--- config.mk ---
export PLATFORM = sky130hd
export DESIGN_NAME = set_ram
export DESIGN_NICKNAME = d
export VERILOG_FILES = /design/src/set_ram.sv
export SDC_FILE = /design/constraint.sdc
export NUM_CORES = 2
export LEC_CHECK = 0
export ABC_AREA = 1
export BUFFER_PORTS_ARGS = -buffer_cell sky130_fd_sc_hd__buf_2
export CELL_PAD_IN_SITES_DETAIL_PLACEMENT = 0
export CELL_PAD_IN_SITES_GLOBAL_PLACEMENT = 1
export CORE_ASPECT_RATIO = 1.75
export CORE_UTILIZATION = 50
export CTS_CLUSTER_SIZE = 14
export DETAILED_ROUTE_END_ITERATION = 12
export PLACE_DENSITY_LB_ADDON = 0.1
export SLEW_MARGIN = 20
export SYNTH_ARGS = -nofsm -noshare
export SYNTH_HDL_FRONTEND = slang
export SYNTH_SLANG_ARGS = --single-unit
--- constraint.sdc ---
create_clock -name clk -period 3.1 [get_ports clk]
set_input_delay 0.465 -clock clk [delete_from_list [all_inputs] [get_ports clk]]
set_output_delay 0.465 -clock clk [all_outputs]
set_load 0.05 [all_outputs]
--- src/set_ram.sv ---
// ----------------------------------------------------------------------------
// set_ram
// Generic single-write, single-read RAM with registered read data.
// ----------------------------------------------------------------------------
module set_ram #(
	parameter int WIDTH = 8,
	parameter int DEPTH = 256
) (
	input  logic                       clk,
	input  logic                       we,
	input  logic [$clog2(DEPTH)-1:0]   waddr,
	input  logic [WIDTH-1:0]           wdata,
	input  logic                       re,
	input  logic [$clog2(DEPTH)-1:0]   raddr,
	output logic [WIDTH-1:0]           rdata
);

	logic [WIDTH-1:0] mem_q [DEPTH];
	logic [WIDTH-1:0] rdata_q;

	always_ff @(posedge clk) begin
		if (we) begin
			mem_q[waddr] <= wdata;
		end
		if (re) begin
			rdata_q <= mem_q[raddr];
		end
	end

	assign rdata = rdata_q;

endmodule

==> impl_results.md <==
- Status: finished clean
- Clock skew: between 0.03 and 0.04 ns
- Post-Syn Instances: between 7000 and 8000
- CP required: 2.63 ns
- Largest net degree at the start of global routing: 87
- Leak: approximately 0.033 uW
- FF-to-FF Start: mem_q[99][7]
- Share of layout cells above drive strength 1: a little over a tenth
- GP Congestion: roughly 0.9
- Synth-to-layout area growth: 13.36%
- Hold Buf Count CTS: 0
- Iteration-0 DRC Markers: ~5600
- Syn Area/Cell: ~12 um^2
- Unrepaired setup endpoints after global routing: no
- Critical path launch point type: flop
- Post-synthesis net count: roughly 7000
- DR WL/cell: between 20 and 30 um
- TritonRoute pass-1 iters: 5
- Max Cap Viol: 0
- Mapped cell area: approximately 83000 um^2
- Hold Path Depth: 1
- VDD IR max: ~0.48 mV
- Worst min-delay path endpoint: mem_q[251][2]
- Worst Path Arrival: 1.82 ns
- Setup violators final: 0
- Post-CTS Repair Setup Buffers: 0
- Post-synth cell types: 13
- Final hold violation count: 0
- Pins Over Slew Limit: 0
- Max FO, Critical Path: 1
- Final Critical Period: approximately 2.3 ns
- Total Wirelength: approximately 250000 um
- Core area: ~170000 um^2
- # rows: between 150 and 200
- DR vias/cell: just under 6
- Vias in the first global route: 54520
- Reg clk slew, reported paths: approximately 0.060 ns
- Gr ovfl total: 0
- Via count: approximately 56000
- Post-synthesis sequential area ratio: between 70% and 80%
- Most frequent cells in the layout: 2110 x nand2_1, 2056 x edfxtp_1, 2019 x nand3_1, 409 x buf_4, 283 x nor2_1
- DRC Markers: 0
- Post-Route Setup TNS: 0 ns
- Chip width: roughly 310 um
- Power Density: a little under 600 nW/um^2
- Hold Path Origin: wdata[2]
- Die ar.: 168700 um^2
- Initial Util: 50.29%
- PnR worst setup slack: roughly 0.8 ns
- CP startpoint: rdata[0]
- Slew @ Worst Pin: approximately 1.1 ns
- Routed Antenna Nets: 0
- Seq cells post-synth: 2056
- Worst r2r dst: rdata[7]
- Post-route total power: ~56000 uW
- Clk_lat worst skew: 0.84 ns
- Tcrit/Tclk final: between 70% and 80%
- Most common cell after layout, fill and taps aside: nand2_1
- Pre-CTS setup slack: around 0.051 ns
- CTS tree: built
- Crit path max-delay family: flip-flops
- Fmax achieved: between 400 and 500 MHz
- Clock H-tree levels: 4
- Worst-path cell chain: buf_2
- Slowest stage delay, CP: about 0.63 ns
- Root buf cell: clkbuf_16
- Slew HR: 28.19%
- Reg2reg setup slack: about 0.83 ns
- FF-to-FF path depth: 10
- Layout Utilization: a little under three fifths
- Crit Path Category: flop to output port
- Clk sinks: 2056
- Clock Tree Buf Depth: 4
- Crit path buf inv count: 1
- Overall routing resource usage: 30.09%
- DP Wirelength: about 160000 um
- Syn. warnings: 0
- Slowest CP cell: edfxtp_1
- Port Buffer Count: 34
- Die Y: approximately 540 um
- Antenna violations before repair: 5
- Global-route wire length before repair: around 370000 um
- Hold WC Path Type: input pin to flop
- CTS Buf Count: 190
- Post-cts repair resize count: 0
- Worst setup EP type: output port
- Nets@finish: between 7000 and 8000
- Number of top-level pins: 35
[synthesized netlist by cell type]
cell | count | area (um^2)
nand2_1 | 2123 | 7969
inv_1 | 36 | 135.1
buf_1 | 40 | 150.1
inv_2 | 2 | 7.510
buf_6 | 16 | 180.2
nand3_1 | 2019 | 10100
inv_4 | 1 | 6.260
buf_4 | 46 | 345.3
edfxtp_1 | 2056 | 61740
buf_2 | 268 | 1341
clkbuf_1 | 112 | 420.4
buf_8 | 1 | 15.01
nor2_1 | 283 | 1062
[logic make-up after synthesis]
family,after synthesis,share of synthesized area [%]
simple gates,4425,22.92
buf+inv,522,3.116
flops,2056,73.96
[state kept, by name (all words and copies together), names as in the netlist]
signal,flops
mem_q,2048
rdata,8
[per-stage QoR]
step | std cells | instance area [um^2] | hold slack [ns]
6_report | 9582 | 94630 | 0.1255
5_1_grt | 9579 | 94620 | 0.1060
4_1_cts | 9578 | 94620 | 0.07945
3_5_place_dp | 9265 | 89250 | 0.9570
3_3_place_gp | 9265 | 89250 | 0.9560
2_1_floorplan | 7003 | 83480 | 0.5639
[worst max-delay path by stage]
stage	end	cells after the start
CTS	rdata[0]	1
global placement	rdata[4]	15
finish	rdata[0]	1
global route	rdata[4]	14
floorplan	mem_q[162][0]	4
detailed placement	rdata[4]	14
[routing by layer]
layer	track usage [%]	wire length [um]	share of wire (%)
met3	2.824	13690	5.4
met5	0	13	0.0051
met4	13.29	11790	4.6
met2	53.49	131800	52
met1	37.32	96570	38
[cell type report]
cell class	instances	area, um^2
inverter	39	180.2
tap	2200	2753
sequential	2056	61740
multi-input combinational	4425	19170
antenna	4	10.01
clock inverter	74	382.9
clock buffer	239	4981
fill	13840	71360
timing repair buffer	545	5414
[power by group]
part / total (uW) / switching [uW] / leakage [uW] / internal [uW]
Sequential: 30700 / 28.2 / 0.0185 / 30600
Clock: 21300 / 9920 / 0.00263 / 11400
Combinational: 3940 / 2880 / 0.0123 / 1060
Total: 55900 / 12800 / 0.0334 / 43100
[worst register-to-register path, delay by kind of cell (launching register included)]
kind	cells	cell delay [ns]
and+or+nand+nor	10	1.66
DFF	1	0.36
Note: power is estimated with default switching activity, not from simulation.
