==> src/set_pkg.sv <==
// ----------------------------------------------------------------------------
// set_pkg
// Shared types, constants and column arithmetic for the Sobel edge block.
// ----------------------------------------------------------------------------
package set_pkg;

	localparam int PIX_W      = 8;
	localparam int COL_OUT_W  = 8;
	localparam int ROW_W      = 12;
	localparam int DIM_W      = 13;
	localparam int WIDTH_W    = 9;
	localparam int THR_W      = 8;
	localparam int CFG_IDX_W  = 2;
	localparam int CFG_DATA_W = 13;
	localparam int MIN_DIM    = 3;
	localparam int MAX_HEIGHT = 4096;
	localparam int WIDTH_RST  = 256;
	localparam int HEIGHT_RST = 256;
	localparam int THR_RST    = 35;
	localparam int LIM_W      = 17;
	localparam int SQ_W       = 14;
	localparam int MAG_W      = 15;

	localparam logic [PIX_W-1:0] EDGE_ON  = 8'hFF;
	localparam logic [PIX_W-1:0] EDGE_OFF = 8'h00;

	typedef enum logic [CFG_IDX_W-1:0] {
		REG_IMAGE_WIDTH    = 2'd0,
		REG_IMAGE_HEIGHT   = 2'd1,
		REG_EDGE_THRESHOLD = 2'd2
	} cfg_reg_t;

	// one column of the 3x3 window
	typedef struct packed {
		logic [PIX_W-1:0] top;
		logic [PIX_W-1:0] mid;
		logic [PIX_W-1:0] bot;
	} px_col_t;

	// vertical smoothing term used by the horizontal kernel
	function automatic logic [9:0] col_vsum(input px_col_t c);
		return {2'b00, c.top} + {1'b0, c.mid, 1'b0} + {2'b00, c.bot};
	endfunction

	// top minus bottom, used by the vertical kernel
	function automatic logic signed [8:0] col_vdiff(input px_col_t c);
		return $signed({1'b0, c.top}) - $signed({1'b0, c.bot});
	endfunction

	// divide by 8 truncating toward zero
	function automatic logic signed [7:0] div8_tz(input logic signed [10:0] x);
		logic signed [10:0] adj;
		adj = x + (x[10] ? 11'sd7 : 11'sd0);
		return 8'(adj >>> 3);
	endfunction

endpackage

==> src/set_cell.sv <==
// ----------------------------------------------------------------------------
// set_cell
// One window column cell: holds a 3-pixel column and passes it on a shift.
// ----------------------------------------------------------------------------
module set_cell (
	input  logic                      clk,
	input  logic                      arst_n,
	input  logic                      shift,
	input  set_pkg::px_col_t          feed,
	output set_pkg::px_col_t          held,
	output logic [9:0]                vsum,
	output logic signed [8:0]         vdiff
);

	set_pkg::px_col_t col_q;

	always_ff @(posedge clk or negedge arst_n) begin
		if (!arst_n) begin
			col_q <= '0;
		end else if (shift) begin
			col_q <= feed;
		end
	end

	assign held  = col_q;
	assign vsum  = set_pkg::col_vsum(col_q);
	assign vdiff = set_pkg::col_vdiff(col_q);

endmodule

==> config.mk <==
export PLATFORM = sky130hd
export DESIGN_NAME = set_cell
export DESIGN_NICKNAME = d
export VERILOG_FILES = /design/src/set_pkg.sv /design/src/set_cell.sv
export SDC_FILE = /design/constraint.sdc
export NUM_CORES = 1
export LEC_CHECK = 0
export BUFFER_PORTS_ARGS = -buffer_cell sky130_fd_sc_hd__buf_2
export CORE_MARGIN = 2
export CORE_UTILIZATION = 28
export CTS_CLUSTER_DIAMETER = 60
export DETAILED_ROUTE_END_ITERATION = 12
export GPL_TIMING_DRIVEN = 1
export SYNTH_ARGS = -nofsm -noshare
export SYNTH_HDL_FRONTEND = slang
export SYNTH_SLANG_ARGS = --single-unit
==> constraint.sdc <==
create_clock -name clk -period 2.7 [get_ports clk]
set_input_delay 0.54 -clock clk [delete_from_list [all_inputs] [get_ports clk]]
set_output_delay 0.54 -clock clk [all_outputs]
set_load 0.05 [all_outputs]
==> results of run 1 <==
-- how the worst max path moves through the flow --
stage | start | endpoint | slack, ns | cells after the start
final | held[1] | vsum[7] | -0.31 | 9
after global routing | held[1] | vsum[7] | -0.41 | 9
after CTS | held[8] | vsum[7] | -0.33 | 9
after detailed placement | held[5] | vsum[8] | -0.20 | 8
after global placement | held[8] | vsum[7] | -0.15 | 9
after floorplan | held[1] | vsum[5] | -0.22 | 8
-- stage by stage --
stage	total power [mW]	setup slack [ns]
floorplan	1.64	-0.223
finish	2.47	-0.315
global route	2.61	-0.414
global placement	1.99	-0.151
detailed placement	2.00	-0.197
CTS	2.42	-0.333
-- cell type report --
type	count	share of cell area, %
Clock buffer	4	2.07
Inverter	17	2.49
Multi-Input combinational cell	107	43.9
Sequential cell	24	23.2
Tap cell	72	3.38
Timing Repair Buffer	102	25.0
-- metal layers --
| metal | vias up | wire, um | global-route usage, % |
|---|---|---|---|
| met1 | 662 | 1900 | 18.5 |
| met5 | - | 0 | 0 |
| met4 | 0 | 102 | 6.10 |
| met3 | 9 | 136 | 1.46 |
| li1 | 718 | - | - |
| met2 | 35 | 1980 | 22.1 |
-- cell families (layout without fill, tap and decap cells) --
family	Yosys count	count (layout)	share of synthesized area [%]
mux	14	14	9.59
flops	24	24	36.5
buf+inv	22	123	5.40
simple gates	23	23	6.85
fa+ha+maj	26	26	23.9
xor+xnor	10	10	5.33
compound gates	34	34	12.4
-- repair_timing --
action	CTS	global route
hold endpoints to repair	0	0
resized for setup	32	15
endpoints found under the setup margin	13	12
setup buffers	5	5
pin swaps	17	19
-- placed cells by master (no fill, tap or decap), types with 3 or more instances in the layout --
master    count
a21oi_2       4
buf_2        57
buf_4        34
buf_6        11
clkbuf_8      4
dfrtp_1      10
dfrtp_2      14
fa_1          7
ha_1         14
ha_4          3
inv_1        11
inv_2         5
mux2_2       14
nand2_1      12
o21ai_0      10
o21ai_2       4
xnor2_2       4
-- power by group through the flow --
stage	Clock [mW]	Combinational, mW	Sequential (mW)
floorplan	0	1.08	0.562
global placement	0	1.55	0.434
detailed placement	0	1.57	0.436
CTS	0.250	1.74	0.429
global route	0.267	1.91	0.435
finish	0.242	1.80	0.429
==> reports/results.ini, run 1 <==
[status]
status = complete, but fails checks
violations = negative setup slack

[cts]
numCtsBuffers = 3
htreeDepth = 1
clk_path_buf_depth = 2
cts.sinks = 24
clock_latency_ns = 0.27
holdBufCountCts = 0
clkTransAtPathRegs_ns = 0.08
cts_root_buf = clkbuf_8
cts_tree = yes

[critical_path]
r2r-start = held[18]
slowest_delay_ns = 0.54
r2r-end = held[18]
r2r_slack_ns = 1.74
crit_required_ns = 2.16
critPathMostFrequentCell = inv_2
crit_buf_inv = 3
ff2ff_path_depth = 2
path_class = register to output pin
crit_chain = inv_2 > fa_1 > inv_2 > ha_4 > fa_2 > a21oi_4 > o21a_4 > xnor2_4 > buf_6
cp_data_arrival_time_ns = 2.47
critPathLaunchType = register
cp_top_family = adder cells
cp-end-kind = output pin
critPathMaxFanout = 2
slowest_stage = fa_1

[timing]
worstMarginPinSlew_ns = 0.622
holdWs_ns = 0.239
clock.fmax_mhz = 332
relSlewSlack_pct = 58.6
finalSetupViolations = 7
rsz0062_at_grt = yes
fin_skew_ns = 0
fin_ws_ns = -0.315
period_share_pct = 112
report.final.slew_viol_count = 0
tns_ns = -1.70
finalHoldViolations = 0
period_minus_slack_ns = 3.01

[worst_hold_path]
hp-class = input port to asynchronous set/reset pin

[route]
via_per_inst = 4.37
drc = 0
ant_nets = 0
dr.pass1.iters = 4
routed_wl_mm = 4.13
wire_per_inst_um = 12.7
vias = 1424
drt-initial-drc-count = 18

[logic_synthesis]
yosys_warnings = 0
synth_cell_types = 28
synth_edf_count = 0
synth_area_leaders = dfrtp_1 37%, ha_1 13%, fa_1 11%, mux2_2 9.6%, o21ai_0 4.3%
synth_nets = 206
syn_inst = 153
synth_area_sq_mm = 0.00164
synth_seq_cells = 24
synthArstFlopShare_pct = 100
synth_top_area_cell = dfrtp_1
synth.avg_cell_area_sq_um = 10.7
synth_top_area_share_pct = 36.5
synth_ff_type = dfrtp_1
seq_area_frac_synth_pct = 36.5
yosysMostFrequentCell = dfrtp_1
synth_common_cells = 24 x dfrtp_1, 17 x ha_1, 17 x inv_1, 14 x mux2_2, 14 x o21ai_0

[finish]
nNetsFinal = 308
fin_area_sq_mm = 0.00266
area_growth_pct = 61.9
fin_cells = 326
fill_cells = 544
layout-drive-gt1-share_pct = 66.9
fin_util_pct = 47.8
multi_input_area_sq_mm = 0.00117
largest_register_ffs = 24
seq_area_sq_um = 618
diodes = 0

[power]
p_sw_mw = 1.23
power_frac_seq_pct = 17.4
clockPowerShare_pct = 9.8
power_leakage_nw = 1.30
combPwrFrac_pct = 72.8
p_per_area_mw_per_mm2 = 927
vdd_drop_max_mv = 0.538
switching_share_pct = 49.9
intPower_mw = 1.24

[placed_design]
placed_cells = 317
place.gp.congestion = 0.799
port-buffer-count = 69
hpwl_mm = 3.42
place_area_sq_mm = 0.00241

[floorplanning]
fp.dieH_um = 80.6
die_w_um = 80.6
ioPinCount = 70
rows = 27
dieArea_sq_mm = 0.00650
start_util_pct = 29.5
core_area_sq_mm = 0.00557

[job]
cap_violations = 0

[global_route]
grt_max_degree = 35
overflow = 0
grt.total_usage_pct = 13.7
antenna_found_initial = 0
grt_pass1_wl_mm = 6.84
grt_pass1_vias = 1521

Note: power is estimated with default switching activity, not from simulation.
==> run 2, diff against run 1 <==
--- a/config.mk
+++ b/config.mk
@@ -11,6 +11,8 @@
 export CTS_CLUSTER_DIAMETER = 60
 export DETAILED_ROUTE_END_ITERATION = 12
 export GPL_TIMING_DRIVEN = 1
+export HOLD_SLACK_MARGIN = 0.02
+export REMOVE_ABC_BUFFERS = 1
 export SYNTH_ARGS = -nofsm -noshare
 export SYNTH_HDL_FRONTEND = slang
 export SYNTH_SLANG_ARGS = --single-unit
==> constraint.sdc (replaced) <==
create_clock -name clk -period 2.7 [get_ports clk]
set_input_delay 0 -clock clk [delete_from_list [all_inputs] [get_ports clk]]
set_output_delay 0 -clock clk [all_outputs]
set_load 0.05 [all_outputs]
==> run 2 against run 1 <==
The run now ends clean. Clock skew stayed put. Register-to-register slack better by 0.13 ns. Clock power is 37% higher. Maximum frequency is 19% higher. Via count is 3.4% lower. Sequential share of layout area is 1.8 points higher. Global-route usage hardly changed. Sequential cell count stayed put. Sequential power is 0.9% higher. Utilization is 4.6 points lower. Wire length is 2.2% higher. Largest cell class unchanged. Highest routed layer unchanged.
==> reports/results.ini, run 2 (synthesis results as in run 1) <==
[power]
p_per_area_mw_per_mm2 = 880  ; -5.1%
clockPowerShare_pct = 15.7  ; +5.9 points
total_power_mw = 2.12  ; -14%
p_sw_mw = 1.12  ; -9.2%
power_frac_seq_pct = 20.5  ; +3.1 points
switching_share_pct = 52.8  ; +2.9 points
combPwrFrac_pct = 63.9  ; -8.9 points
vdd_drop_max_mv = 0.408  ; -24%
intPower_mw = 0.998  ; -19%
power_leakage_nw = 1.19  ; -8.4%

[timing]
period_minus_slack_ns = 2.54  ; -0.474 ns
finalHoldViolations = 0  ; unchanged
period_share_pct = 94.1  ; -18 points
relSlewSlack_pct = 57.8  ; -0.75 points
fin_skew_ns = 0  ; unchanged
report.final.slew_viol_count = 0  ; unchanged
clock.fmax_mhz = 394  ; +19%
finalSetupViolations = 0  ; -7
worstMarginPinSlew_ns = 0.633  ; +0.0112 ns
rsz0062_at_grt = no
holdWs_ns = 0.249  ; +0.0106 ns
tns_ns = 0  ; +1.70 ns

[critical_path]
slowest_stage = fa_1
cp-end-kind = output pin
crit_chain = inv_2 > fa_1 > inv_1 > ha_2 > fa_2 > a21oi_2 > o21a_1 > xnor2_1 > buf_4
cp_data_arrival_time_ns = 2.54  ; +0.07 ns
crit_required_ns = 2.70  ; +0.54 ns
startpoint = held[1]
cp-endpoint = vsum[7]
r2r_slack_ns = 1.87  ; +0.13 ns
r2r-start = held[20]
path_class = register to output pin
critPathMaxFanout = 3  ; +1
slowest_delay_ns = 0.52  ; -0.02 ns
r2r-end = held[20]
ff2ff_path_depth = 1  ; -1
critPathLaunchType = register

[finish]
fill_cells = 566  ; +4.0%
layout_commonest_cell = buf_2
layout_common_cells = 65 x buf_2, 25 x dlygate4sd3_1, 24 x dfrtp_1
diodes = 0  ; unchanged
nNetsFinal = 301  ; -2.3%
area_growth_pct = 46.3
layout-drive-gt1-share_pct = 39.3  ; -28 points
largest_register_ffs = 24  ; unchanged

[route]
wl_met2_mm = 2.20  ; +11%
route.met3.wl_um = 113  ; -17%
ant_nets = 0  ; unchanged
wire_per_inst_um = 13.2  ; +4.5%
met1_length_mm = 1.86  ; -2.4%
dr.pass1.iters = 4  ; unchanged
vias = 1376  ; -3.4%
routed_wl_mm = 4.22  ; +2.2%
drt-initial-drc-count = 26  ; +8
via_per_inst = 4.31  ; -1.3%
drc = 0  ; unchanged
top_layer_used = met4

[cts]
cts.sinks = 24  ; unchanged
htreeDepth = 1  ; unchanged
numCtsBuffers = 3  ; unchanged
clk_path_buf_depth = 2  ; unchanged
cts_tree = yes
clock_latency_ns = 0.27  ; about the same
cts_root_buf = clkbuf_8
clkTransAtPathRegs_ns = 0.10  ; +0.02 ns

[status]
status = complete, no violations

[global_route]
grt_max_degree = 35  ; unchanged
overflow = 0  ; unchanged
grt_pass1_vias = 1469  ; -3.4%
grt_pass1_wl_mm = 6.82  ; -0.29%
antenna_found_initial = 0  ; unchanged
grt.total_usage_pct = 13.7  ; +0.025 points

[placed_design]
hpwl_mm = 3.23  ; -5.6%
port-buffer-count = 69  ; unchanged
place.gp.congestion = 0.752  ; -5.9%

[floorplanning]
core_area_sq_mm = 0.00557  ; unchanged
fp.dieH_um = 80.6  ; unchanged
rows = 27  ; unchanged
ioPinCount = 70  ; unchanged
die_w_um = 80.6  ; unchanged
dieArea_sq_mm = 0.00650  ; unchanged
start_util_pct = 29.5  ; unchanged

[job]
cap_violations = 0  ; unchanged

[worst_hold_path]
hp-class = input port to asynchronous set/reset pin

[run 2: cell count changes in the layout (fill, tap and decap cells not counted), moves of 6 or more]
cell,before,now
buf_4,34,5
dlygate4sd3_1,0,25
dfrtp_1,10,24
dfrtp_2,14,0
buf_6,11,0
buf_2,57,65
xnor2_1,2,8
[run 2: critical path, delay by kind of cell (launching register included)]
kind	cells	cell delay (ns)
adders and majority gates	3	1.08
DFF	1	0.38
buffers and inverters	3	0.32
AOI/OAI and AO/OA	2	0.35
xor gates and xnor gates	1	0.13
[run 2: worst min path at each step]
stage	from	end
global placement	arst_n	held[19]
global route	arst_n	held[15]
CTS	arst_n	held[11]
detailed placement	arst_n	held[19]
floorplan	arst_n	held[0]
finish	arst_n	held[1]
[run 2: area by class of cell]
class                      count  area [sq um]  share of cell area, %
inverter                      17          63.8                   2.65
clock inverter                 1          30.0                   1.25
multi-input combinational    107           966                   40.2
tap                           72          90.1                   3.75
clock buffer                   3          41.3                   1.72
timing repair buffer          95           613                   25.5
sequential                    24           601                   25.0
[run 2: layer usage]
layer  track usage [%]  vias up
li1                  -      700
met1              17.1      652
met2              24.6       20
met3              1.46        4
met4              4.58        0
met5                 0        -
[run 2: power by group through the flow]
stage               combinational [mW]  clock, mW  sequential (mW)
global route                      1.45      0.350            0.440
CTS                               1.34      0.336            0.433
floorplan                        0.897          0            0.557
finish                            1.35      0.331            0.433
detailed placement                1.29          0            0.441
global placement                  1.28          0            0.440
[run 2: per-stage QoR]
step | area (sq um) | setup slack, ns | utilization, % | std cells
finish | 2400 | 0.160 | 43.1 | 319
global placement | 2050 | 0.256 | 36.9 | 289
CTS | 2390 | 0.0526 | 42.9 | 319
detailed placement | 2050 | 0.218 | 36.9 | 289
global route | 2400 | 0.00531 | 43.1 | 319
floorplan | 1620 | -0.401 | - | 148
[run 2: repair_timing]
item / in CTS / in global routing
hold endpoints to repair: 48 / 0
resized for setup: 3 / 9
hold buffers: 25 / 0
setup buffers: 1 / 0
pin swaps: 0 / 5
setup endpoints to repair: 4 / 5
==> run 3, diff against run 2 <==
--- a/config.mk
+++ b/config.mk
@@ -5,6 +5,7 @@
 export SDC_FILE = /design/constraint.sdc
 export NUM_CORES = 1
 export LEC_CHECK = 0
+export ABC_CLOCK_PERIOD_IN_PS = 2700
 export BUFFER_PORTS_ARGS = -buffer_cell sky130_fd_sc_hd__buf_2
 export CORE_MARGIN = 2
 export CORE_UTILIZATION = 28
@@ -12,7 +13,6 @@
 export DETAILED_ROUTE_END_ITERATION = 12
 export GPL_TIMING_DRIVEN = 1
 export HOLD_SLACK_MARGIN = 0.02
-export REMOVE_ABC_BUFFERS = 1
 export SYNTH_ARGS = -nofsm -noshare
 export SYNTH_HDL_FRONTEND = slang
 export SYNTH_SLANG_ARGS = --single-unit
==> run 3 against run 2 <==
Sequential power is essentially flat. Sequential cell count is the same. Design area grew 1.5%. Die area is the same. Sequential share of layout area shrank 0.37 points. Global-route usage shrank 0.86 points. First-iteration DRC count shrank 27%. Combinational power grew 7%. Total power shrank 1.4%. Cell count is the same. Non-clock buffer count grew 1. Highest routed layer unchanged.
==> reports/results.ini, run 3 (synthesis results as in run 1) <==
[route]
ant_nets = 0  ; unchanged
drc = 0  ; unchanged
via_per_inst = 4.34  ; +0.73%
routed_wl_mm = 4.11  ; -2.5%
vias = 1386  ; +0.73%
wire_per_inst_um = 12.9  ; -2.5%
dr.pass1.iters = 4  ; unchanged
drt-initial-drc-count = 19  ; -27%

[floorplanning]
start_util_pct = 29.5  ; unchanged
fp.dieH_um = 80.6  ; unchanged
ioPinCount = 70  ; unchanged
core_area_sq_mm = 0.00557  ; unchanged
die_w_um = 80.6  ; unchanged
dieArea_sq_mm = 0.00650  ; unchanged
rows = 27  ; unchanged

[timing]
tns_ns = 0  ; unchanged
period_share_pct = 95.4  ; +1.3 points
holdWs_ns = 0.258  ; +0.00914 ns
report.final.slew_viol_count = 0  ; unchanged
finalSetupViolations = 0  ; unchanged
worstMarginPinSlew_ns = 0.635  ; +0.00196 ns
period_minus_slack_ns = 2.58  ; +0.0360 ns
finalHoldViolations = 0  ; unchanged
clock.fmax_mhz = 388  ; -1.4%
relSlewSlack_pct = 57.7  ; -0.13 points
fin_skew_ns = 0  ; unchanged

[placed_design]
port-buffer-count = 69  ; unchanged
place.gp.congestion = 0.816  ; +8.6%
hpwl_mm = 3.15  ; -2.4%
place_area_sq_mm = 0.00210  ; +2.4%

[critical_path]
critPathMaxFanout = 3  ; unchanged
critPathMostFrequentCell = inv_1
critPathLaunchType = register
cp_data_arrival_time_ns = 2.58  ; +0.04 ns
slowest_stage = fa_1
path_class = register to output pin
cp-end-kind = output pin
crit_chain = inv_1 > fa_1 > inv_1 > ha_1 > fa_2 > a21oi_4 > o21a_1 > xnor2_2 > buf_6
crit_required_ns = 2.70  ; about the same
r2r_slack_ns = 1.85  ; -0.02 ns
slowest_delay_ns = 0.55  ; +0.03 ns

[power]
clockPowerShare_pct = 10.0  ; -5.7 points
intPower_mw = 0.961  ; -3.8%
combPwrFrac_pct = 69.3  ; +5.4 points
p_per_area_mw_per_mm2 = 855  ; -2.9%
total_power_mw = 2.09  ; -1.4%
vdd_drop_max_mv = 0.492  ; +21%
power_frac_seq_pct = 20.8  ; +0.3 points
power_leakage_nw = 1.21  ; +1.9%
p_sw_mw = 1.13  ; +0.73%
switching_share_pct = 54.0  ; +1.1 points

[finish]
diodes = 0  ; unchanged
seq_area_sq_um = 601  ; unchanged
fin_util_pct = 43.8  ; +0.65 points
fin_area_sq_mm = 0.00244  ; +1.5%
largest_register_ffs = 24  ; unchanged
nNetsFinal = 302  ; +0.33%
layout-drive-gt1-share_pct = 40.9  ; +1.6 points
layout_common_cells = 65 x buf_2, 25 x dlygate4sd3_1, 24 x dfrtp_1
layout_commonest_cell = buf_2
multi_input_area_sq_mm = 0.00102  ; +5.7%
area_growth_pct = 48.5
fill_cells = 555  ; -1.9%

[status]
status = complete, no violations

[global_route]
grt_max_degree = 35  ; unchanged
overflow = 0  ; unchanged
grt.total_usage_pct = 12.9  ; -0.86 points
grt_pass1_vias = 1401  ; -4.6%
grt_pass1_wl_mm = 6.50  ; -4.8%
antenna_found_initial = 0  ; unchanged

[worst_hold_path]
hp-class = input port to asynchronous set/reset pin

[cts]
cts_tree = yes
clkTransAtPathRegs_ns = 0.08  ; -0.02 ns
cts.sinks = 24  ; unchanged
clock_latency_ns = 0.26  ; about the same
cts_root_buf = clkbuf_8
numCtsBuffers = 3  ; unchanged
clk_path_buf_depth = 2  ; unchanged
htreeDepth = 1  ; unchanged

[job]
cap_violations = 0  ; unchanged

==> run 3: path summary, 6_finish.rpt <==
| kind | from | endpoint | depth (start not counted) |
|---|---|---|---|
| max in group asynchronous | arst_n | held[10] | 2 |
| min reg2reg | held[15] | held[15] | 1 |
| max | held[1] | vsum[7] | 9 |
| max reg2reg | held[19] | held[19] | 1 |
| min | arst_n | held[14] | 2 |
| min in group clk | shift | held[7] | 3 |
==> run 3: power by group through the flow <==
stage	registers, mW	clock network (mW)	logic, mW
floorplan	0.557	0	0.971
global placement	0.442	0	1.34
detailed placement	0.444	0	1.35
CTS	0.435	0.217	1.41
global route	0.441	0.237	1.54
finish	0.434	0.208	1.44
==> run 3: cell type report <==
| type | count | share of cell area, % |
|---|---|---|
| multi-input cells | 107 | 41.8 |
| inverters | 17 | 2.61 |
| repair buffers | 96 | 25.6 |
| clock buffers | 3 | 1.69 |
| well taps | 72 | 3.69 |
| flip-flops and latches | 24 | 24.6 |
==> run 3: per-stage QoR <==
| stage | worst slack [ns] | std cells |
|---|---|---|
| 4_1_cts | 0.0206 | 319 |
| 5_1_grt | -0.00149 | 319 |
| 3_5_place_dp | 0.164 | 290 |
| 3_3_place_gp | 0.194 | 290 |
| 2_1_floorplan | -0.0679 | 153 |
| 6_report | 0.124 | 319 |
==> run 3: worst max-delay path, delay by kind of cell, from the launching register on <==
family	cells	cell delay (ns)
buf+inv	3	0.31
fa+ha+maj	3	1.16
compound gates	2	0.36
flops	1	0.36
xor+xnor	1	0.12
==> run 3: per-layer routing <==
layer | vias up | share of wire, % | GRT usage [%]
li1 | 705 | - | -
met1 | 649 | 49 | 18.5
met2 | 30 | 47 | 20.7
met3 | 2 | 3.1 | 0.787
met4 | 0 | 0.75 | 4.07
met5 | - | 0 | 0
==> run 3: timing repair <==
| item | CTS | global route |
|---|---|---|
| hold buffers | 25 | 0 |
| resized for setup | 4 | 8 |
| endpoints found under the hold margin | 48 | 0 |
| setup endpoints to repair | 5 | 5 |
| buffers inserted | 1 | 0 |
| pin swaps | 0 | 3 |
